===== config.mk =====
export PLATFORM = sky130hd
export DESIGN_NAME = trial_division_primality_top
export DESIGN_NICKNAME = d
export VERILOG_FILES = /design/src/rtl/tdp_pkg.sv /design/src/rtl/tdp_ctrl.sv /design/src/rtl/tdp_dp.sv /design/src/rtl/trial_division_primality_top.sv
export SDC_FILE = /design/constraint.sdc
export NUM_CORES = 1
export LEC_CHECK = 0
export ABC_CLOCK_PERIOD_IN_PS = 3070
export BUFFER_PORTS_ARGS = -buffer_cell sky130_fd_sc_hd__buf_2
export CAP_MARGIN = 20
export CELL_PAD_IN_SITES_DETAIL_PLACEMENT = 0
export CELL_PAD_IN_SITES_GLOBAL_PLACEMENT = 1
export CORE_MARGIN = 8
export CORE_UTILIZATION = 35
export DETAILED_ROUTE_END_ITERATION = 12
export GPL_TIMING_DRIVEN = 0
export PLACE_DENSITY = 0.74
export SYNTH_ARGS = -nofsm -noshare
export SYNTH_HDL_FRONTEND = slang
export SYNTH_SLANG_ARGS = --single-unit

===== constraint.sdc =====
create_clock -name clk -period 3.07 [get_ports clk]
set_clock_uncertainty 0.2 [all_clocks]
set_input_delay 0.307 -clock clk [delete_from_list [all_inputs] [get_ports clk]]
set_output_delay 0.307 -clock clk [all_outputs]
set_load 0.05 [all_outputs]

===== src/rtl/tdp_pkg.sv =====
`timescale 1ns / 1ps
// ----------------------------------------------------------------------------
// Trial division primality package
// Shared state encoding, controller commands and datapath status.
// ----------------------------------------------------------------------------
package tdp_pkg;

	// width and ceiling of the trial division count
	localparam int unsigned COUNT_W = 15;
	localparam logic [COUNT_W-1:0] COUNT_MAX = '1;

	// controller states
	typedef enum logic [2:0] {
		S_IDLE,
		S_CLASS,
		S_BOUND,
		S_DIV,
		S_TEST,
		S_DONE
	} state_t;

	// commands from controller to datapath
	typedef struct packed {
		logic load;       // capture the input beat
		logic init_k;     // first odd divisor: k = 3, k*k = 9
		logic count_inc;  // one more trial division
		logic start_div;  // clear remainder, reload the dividend shifter
		logic div_step;   // one restoring remainder step
		logic advance;    // k += 2, k*k updated incrementally
		logic set_prime;  // verdict: prime
		logic out_load;   // move verdict and count into the output register
	} cmd_t;

	// status from datapath to controller
	typedef struct packed {
		logic n_small;    // number below two
		logic n_two;      // number equals two
		logic n_even;     // number is even
		logic sq_gt_n;    // k*k exceeds number
		logic div_last;   // final remainder step in progress
		logic rem_zero;   // remainder of number by k is zero
	} sts_t;

endpackage


===== src/rtl/tdp_ctrl.sv =====
`timescale 1ns / 1ps
// ----------------------------------------------------------------------------
// Trial division primality controller
// Sequences classification, bound check, remainder and output hand-off.
// ----------------------------------------------------------------------------
module tdp_ctrl (
	input  logic          clk,
	input  logic          arst_n,
	input  logic          in_valid,
	output logic          in_stall,
	output logic          out_valid,
	input  logic          out_stall,
	input  tdp_pkg::sts_t sts,
	output tdp_pkg::cmd_t cmd
);

	tdp_pkg::state_t state_q;
	tdp_pkg::state_t state_nxt;
	logic            out_valid_q;
	logic            out_free;

	// output register can take a new beat
	assign out_free = !out_valid_q || !out_stall;

	// state register and output valid
	always_ff @(posedge clk or negedge arst_n) begin
		if (!arst_n) begin
			state_q     <= tdp_pkg::S_IDLE;
			out_valid_q <= 1'b0;
		end else begin
			state_q <= state_nxt;
			if (cmd.out_load) begin
				out_valid_q <= 1'b1;
			end else if (!out_stall) begin
				out_valid_q <= 1'b0;
			end
		end
	end

	// next state
	always_comb begin
		state_nxt = state_q;
		unique case (state_q)
			tdp_pkg::S_IDLE: begin
				if (in_valid) state_nxt = tdp_pkg::S_CLASS;
			end
			tdp_pkg::S_CLASS: begin
				if (sts.n_small || sts.n_two || sts.n_even) begin
					state_nxt = tdp_pkg::S_DONE;
				end else begin
					state_nxt = tdp_pkg::S_BOUND;
				end
			end
			tdp_pkg::S_BOUND: begin
				if (sts.sq_gt_n) begin
					state_nxt = tdp_pkg::S_DONE;
				end else begin
					state_nxt = tdp_pkg::S_DIV;
				end
			end
			tdp_pkg::S_DIV: begin
				if (sts.div_last) state_nxt = tdp_pkg::S_TEST;
			end
			tdp_pkg::S_TEST: begin
				if (sts.rem_zero) begin
					state_nxt = tdp_pkg::S_DONE;
				end else begin
					state_nxt = tdp_pkg::S_BOUND;
				end
			end
			tdp_pkg::S_DONE: begin
				if (out_free) state_nxt = tdp_pkg::S_IDLE;
			end
			default: state_nxt = tdp_pkg::S_IDLE;
		endcase
	end

	// commands
	always_comb begin
		cmd      = '0;
		in_stall = 1'b1;
		unique case (state_q)
			tdp_pkg::S_IDLE: begin
				in_stall = 1'b0;
				cmd.load = in_valid;
			end
			tdp_pkg::S_CLASS: begin
				if (sts.n_small) begin
					cmd.set_prime = 1'b0;
				end else if (sts.n_two) begin
					cmd.set_prime = 1'b1;
				end else if (!sts.n_even) begin
					cmd.init_k = 1'b1;
				end
			end
			tdp_pkg::S_BOUND: begin
				if (sts.sq_gt_n) begin
					cmd.set_prime = 1'b1;
				end else begin
					cmd.count_inc = 1'b1;
					cmd.start_div = 1'b1;
				end
			end
			tdp_pkg::S_DIV: begin
				cmd.div_step = 1'b1;
			end
			tdp_pkg::S_TEST: begin
				if (!sts.rem_zero) cmd.advance = 1'b1;
			end
			tdp_pkg::S_DONE: begin
				cmd.out_load = out_free;
			end
			default: begin
				cmd = '0;
			end
		endcase
	end

	assign out_valid = out_valid_q;

endmodule


===== src/rtl/tdp_dp.sv =====
`timescale 1ns / 1ps
// ----------------------------------------------------------------------------
// Trial division primality datapath
// Holds the operand, odd divisor and its square, a bit-serial remainder
// unit, the saturating count and the output register.
// ----------------------------------------------------------------------------
module tdp_dp #(
	parameter int unsigned NUMBER_WIDTH = 31
) (
	input  logic                          clk,
	input  logic                          arst_n,
	input  logic [NUMBER_WIDTH-1:0]       number,
	input  tdp_pkg::cmd_t                 cmd,
	output tdp_pkg::sts_t                 sts,
	output logic                          is_prime,
	output logic [tdp_pkg::COUNT_W-1:0]   modulo_count
);

	localparam int unsigned NW = NUMBER_WIDTH;
	localparam int unsigned KW = NW / 2 + 2;        // divisor width, k <= sqrt(n) + 2
	localparam int unsigned SW = NW + 1;            // square width
	localparam int unsigned CW = $clog2(NW);        // remainder step counter

	logic [NW-1:0]               n_q;
	logic [NW-1:0]               shift_q;
	logic [KW-1:0]               k_q;
	logic [SW-1:0]               sq_q;
	logic [KW-1:0]               rem_q;
	logic [CW-1:0]               step_q;
	logic [tdp_pkg::COUNT_W-1:0] count_q;
	logic                        prime_q;
	logic                        is_prime_q;
	logic [tdp_pkg::COUNT_W-1:0] modulo_count_q;

	logic [KW:0]                 trial;
	logic [KW:0]                 trial_diff;
	logic                        trial_ge;

	// one restoring step: bring down the next dividend bit
	assign trial      = {rem_q, shift_q[NW-1]};
	assign trial_diff = trial - {1'b0, k_q};
	assign trial_ge   = trial >= {1'b0, k_q};

	// operand, divisor and square
	always_ff @(posedge clk) begin
		if (cmd.load) begin
			n_q <= number;
		end
		if (cmd.init_k) begin
			k_q  <= KW'(3);
			sq_q <= SW'(9);
		end else if (cmd.advance) begin
			// (k+2)^2 = k^2 + 4k + 4
			k_q  <= k_q + KW'(2);
			sq_q <= sq_q + SW'({k_q, 2'b00}) + SW'(4);
		end
	end

	// bit-serial remainder unit
	always_ff @(posedge clk) begin
		if (cmd.start_div) begin
			rem_q   <= '0;
			shift_q <= n_q;
			step_q  <= '0;
		end else if (cmd.div_step) begin
			rem_q   <= trial_ge ? trial_diff[KW-1:0] : trial[KW-1:0];
			shift_q <= {shift_q[NW-2:0], 1'b0};
			step_q  <= step_q + CW'(1);
		end
	end

	// verdict and saturating count
	always_ff @(posedge clk or negedge arst_n) begin
		if (!arst_n) begin
			count_q <= '0;
			prime_q <= 1'b0;
		end else begin
			if (cmd.load) begin
				count_q <= '0;
				prime_q <= 1'b0;
			end else begin
				if (cmd.count_inc && count_q != tdp_pkg::COUNT_MAX) begin
					count_q <= count_q + tdp_pkg::COUNT_W'(1);
				end
				if (cmd.set_prime) begin
					prime_q <= 1'b1;
				end
			end
		end
	end

	// output register
	always_ff @(posedge clk) begin
		if (cmd.out_load) begin
			is_prime_q     <= prime_q;
			modulo_count_q <= count_q;
		end
	end

	// status
	assign sts.n_small  = n_q < NW'(2);
	assign sts.n_two    = n_q == NW'(2);
	assign sts.n_even   = !n_q[0];
	assign sts.sq_gt_n  = sq_q > {1'b0, n_q};
	assign sts.div_last = step_q == CW'(NW - 1);
	assign sts.rem_zero = rem_q == '0;

	assign is_prime     = is_prime_q;
	assign modulo_count = modulo_count_q;

endmodule


===== src/rtl/trial_division_primality_top.sv =====
`timescale 1ns / 1ps
// Numbers 0, 1, 2 and even numbers are settled by classification alone; a prime below nine
//   takes no trial division, and the search stops at the first exact division.
// Each trial division is one bound check, NUMBER_WIDTH remainder steps and one test.
// One number in flight; the next is taken the cycle after the result enters the output register.
// Reset clears the controller and the output valid; no result is pending after reset.
// ----------------------------------------------------------------------------
// Trial division primality test
// Reports whether a number is prime and how many odd trial divisions it took.
// ----------------------------------------------------------------------------
module trial_division_primality_top #(
	parameter int unsigned NUMBER_WIDTH = 31
) (
	input  logic                        clk,
	input  logic                        arst_n,
	input  logic                        in_valid,
	output logic                        in_stall,
	input  logic [NUMBER_WIDTH-1:0]     number,
	output logic                        out_valid,
	input  logic                        out_stall,
	output logic                        is_prime,
	output logic [tdp_pkg::COUNT_W-1:0] modulo_count
);

	tdp_pkg::cmd_t cmd;
	tdp_pkg::sts_t sts;

	// sequencer
	tdp_ctrl u_ctrl (
		.clk       (clk),
		.arst_n    (arst_n),
		.in_valid  (in_valid),
		.in_stall  (in_stall),
		.out_valid (out_valid),
		.out_stall (out_stall),
		.sts       (sts),
		.cmd       (cmd)
	);

	// operand, divisor and remainder datapath
	tdp_dp #(
		.NUMBER_WIDTH (NUMBER_WIDTH)
	) u_dp (
		.clk          (clk),
		.arst_n       (arst_n),
		.number       (number),
		.cmd          (cmd),
		.sts          (sts),
		.is_prime     (is_prime),
		.modulo_count (modulo_count)
	);

endmodule


==> run_results.csv <==
group,metric,value,unit
run_status,status,"finished with violations",
run_status,violations,"setup timing",
yosys,yosys_register_bits,165,
timing,max_clock_freq,323.7,MHz
route,drt_wl_total,24160,um
power,peakVddDrop,0.0004697,V
finish,area_growth,23.56,%
hold_path,hold_path.class,"in2async",
yosys,synth_xor_xnor_area_share,0.03830,
route,drc,0,
global_route,grt.total_usage,0.1468,
timing,hold_viol,0,
yosys,synthAdderAreaFrac,0.1124,
finish,layout.nets,1174,
yosys,ys.warnings.count,0,
floorplanning,rows,60,
yosys,ys_async_sr_fraction,0.1212,
setup_path,path_class,"reg2reg",
place,port-buffer-count,52,
yosys,synth_fp_nets,1048,
timing,setup_viol,4,
setup_path,reg2reg_slack,-0.02,ns
timing,slew_headroom,0.3847,
clock_tree,cts_buffers,17,
floorplanning,initial_core_util,0.3518,
route,route.vias.total,7419,
yosys,synthCells,930,
timing,hold_slack,0.1708,ns
yosys,synth-compound-area-share,0.1489,
global_route,grt_first_pass_wirelength,38900,um
clock_tree,insertion_delay,0.44,ns
timing,worst_pin_slew,0.9229,ns
power,p_per_area,898.6,nW/um^2
finish,fillers,2503,
yosys,synth-simple-area-share,0.1525,
global_route,grt_overflow_total,0,
timing,rsz0062_at_grt,"true",
route,vias_per_cell,5.262,
route,dr.pass1.iters,5,
setup_path,end_kind,"flop",
clock_tree,cts.sinks,165,
floorplanning,fp.dieW,179.7,um
timing,drv_slew,0,
clock_tree,cts_tree,"yes",
place,finalWeightedCongestion,0.8480,
place,postPlaceCellArea,10090,um^2
yosys,synth_top_family_by_area,"simple AND/OR/NAND/NOR gates",
setup_path,critPathLaunch,"u_dp.n_q[3]$_DFFE_PP_",
setup_path,cp-start-kind,"flop",
clock_tree,h-tree-depth,4,
global_route,grt_max_degree,35,
global_route,first_global_vias,7323,
place,hpwl,17230,um
setup_path,r2r-end,"u_dp.shift_q[28]$_DFFE_PP_",
power,p_int,0.006326,W
clock_tree,clockBufferDepth,2,
setup_path,worstRegToRegCells,11,
finish,fin_area,11580,um^2
timing,fin_crit,3.090,ns
global_route,antenna_found_initial,0,
finish,antenna_cells,0,
setup_path,critPathMaxFanout,7,
yosys,yosysUniqueCellTypes,73,
power,power_frac_comb,0.452,
power,power_switching,0.004083,W
power,p_clk_frac,0.211,
floorplanning,pin_count,53,
route,ant_nets,0,
yosys,synth_edf_count,78,
clock_tree,clkTransAtPathRegs,0.07,ns
finish,drive_above_1_share,0.2123,
yosys,syn_avg_cell_area,10.08,um^2
route,drt-initial-drc-count,458,
power,p_leak,4.781,nW
setup_path,worst_ep_arrival_time,3.07,ns
floorplanning,core-area,26650,um^2
setup_path,crit_end,"u_dp.shift_q[28]$_DFFE_PP_",
power,switching_share,0.3923,
finish,mostFrequentLayoutCells,"nand2_1 (84), inv_1 (78), edfxtp_1 (78)",
floorplanning,die_h,179.7,um
setup_path,cp.required,3.05,ns
clock_tree,cts-root-buf,"clkbuf_16",
power,p_seq_frac,0.337,
finish,final_common_cell,"nand2_1",
yosys,muxShareOfSynthArea,0.05472,
timing,post-route-period-util,1.006,
floorplanning,die_area,32280,um^2
job,drv_cap,0,
route,wl_per_cell,17.14,um
yosys,ys.flop_type,"edfxtp_1",
yosys,yosysSeqAreaShare,0.4463,
yosys,netlist_area,9375,um^2
timing,layout_setup_ws,-0.01971,ns
setup_path,reg2reg_from,"u_dp.n_q[3]$_DFFE_PP_",
place,post-place-ws,-0.9402,ns
==> cell usage after synthesis (11+ instances only) <==
cell      number  share of area
xnor2_1       30          0.028
dfxtp_1       67           0.14
nand4_1       27          0.018
and3_1        13         0.0087
edfxtp_1      78           0.25
nand3_1       25          0.013
dfrtp_1       20          0.053
inv_1         78          0.031
mux2i_1       16          0.017
nor3_1        15         0.0080
o21ai_0       32          0.017
o22ai_1       14         0.0093
clkbuf_1      18         0.0072
xor2_1        11          0.010
a21oi_1       61          0.033
mux2_2        26          0.031
ha_1          81           0.11
nor4_1        14         0.0093
nor2_1        56          0.022
a21o_1        14          0.011
nand2_1       84          0.034
==> worst max-delay path, cell delays in order, from the launching register on <==
cell,delay [ns]
edfxtp_1,0.38
inv_1,0.06
ha_1,0.26
or3b_4,0.40
a2111oi_4,0.34
a211oi_2,0.09
a211oi_4,0.33
nor3_4,0.07
buf_12,0.14
buf_12,0.14
buf_12,0.14
mux2_4,0.30
==> through the flow <==
step	instances	power, W	util	TNS (ns)
CTS	1402	0.01008	0.4217	-0.002321
global route	1410	0.01110	0.4346	-1.758
detailed placement	1324	0.007657	0.3786	-56.81
floorplan	930	0.006574	-	0
finish	1410	0.01041	0.4346	-0.03642
global placement	1323	0.007588	0.3777	-76.97
==> layer usage <==
metal,GRT usage,wire length [um],share of wire
met5,0,0,0
met4,0.03768,331,0.014
met3,0.02863,714,0.030
met2,0.2337,11210,0.46
met1,0.2012,11910,0.49
==> how the worst min path moves through the flow <==
stage                     startpoint  slack, ns                            to
after floorplan               arst_n      -0.19  u_ctrl.out_valid$_DFFE_PN0P_
after global placement        arst_n       0.11  u_ctrl.out_valid$_DFFE_PN0P_
after detailed placement      arst_n       0.11  u_ctrl.out_valid$_DFFE_PN0P_
after CTS                     arst_n       0.19   u_dp.count_q[7]$_DFFE_PN0P_
after global routing          arst_n       0.22   u_dp.count_q[9]$_DFFE_PN0P_
final                         arst_n       0.17  u_ctrl.out_valid$_DFFE_PN0P_
==> layout make-up <==
cell class,count,area (um^2),area share
buffer,26,182.7,0.01577
clock buffer,17,425.4,0.03673
clock inverter,15,168.9,0.01458
multi-input combinational,660,5059,0.4367
timing repair buffer,108,829.5,0.07161
sequential,165,4199,0.3625
tap,341,426.7,0.03683
inverter,78,292.8,0.02528
==> flip-flops by register name (all words and copies together), names as in the netlist <==
signal             cells
u_ctrl.out_valid       1
u_ctrl.state_q         3
u_dp.count_q          15
u_dp.is_prime          1
u_dp.k_q              16
u_dp.modulo_count     15
u_dp.n_q              31
u_dp.prime_q           1
u_dp.rem_q            17
u_dp.shift_q          31
u_dp.sq_q             29
u_dp.step_q            5
==> kinds of logic after synthesis <==
group           count (synthesis)
fa+ha+maj                      83
xor+xnor                       41
mux                            46
compound gates                209
simple gates                  279
buf+inv                       107
flops                         165
==> repair_timing <==
| action | CTS | global route |
|---|---|---|
| setup endpoints to repair | 111 | 133 |
| setup buffers | 12 | 8 |
| endpoints found under the hold margin | 53 | 0 |
| hold buffers | 34 | 0 |
| gates cloned | 1 | 3 |
| pin swaps | 10 | 14 |
| gates resized for setup | 36 | 55 |
==> power groups by stage <==
stage | logic (W) | registers [W] | clock network, W
2_1_floorplan | 0.00311 | 0.00347 | 0
3_3_place_gp | 0.00404 | 0.00355 | 0
3_5_place_dp | 0.00410 | 0.00355 | 0
4_1_cts | 0.00434 | 0.00350 | 0.00224
5_1_grt | 0.00520 | 0.00358 | 0.00232
6_report | 0.00471 | 0.00351 | 0.00220
Note: power is estimated with default switching activity, not from simulation.
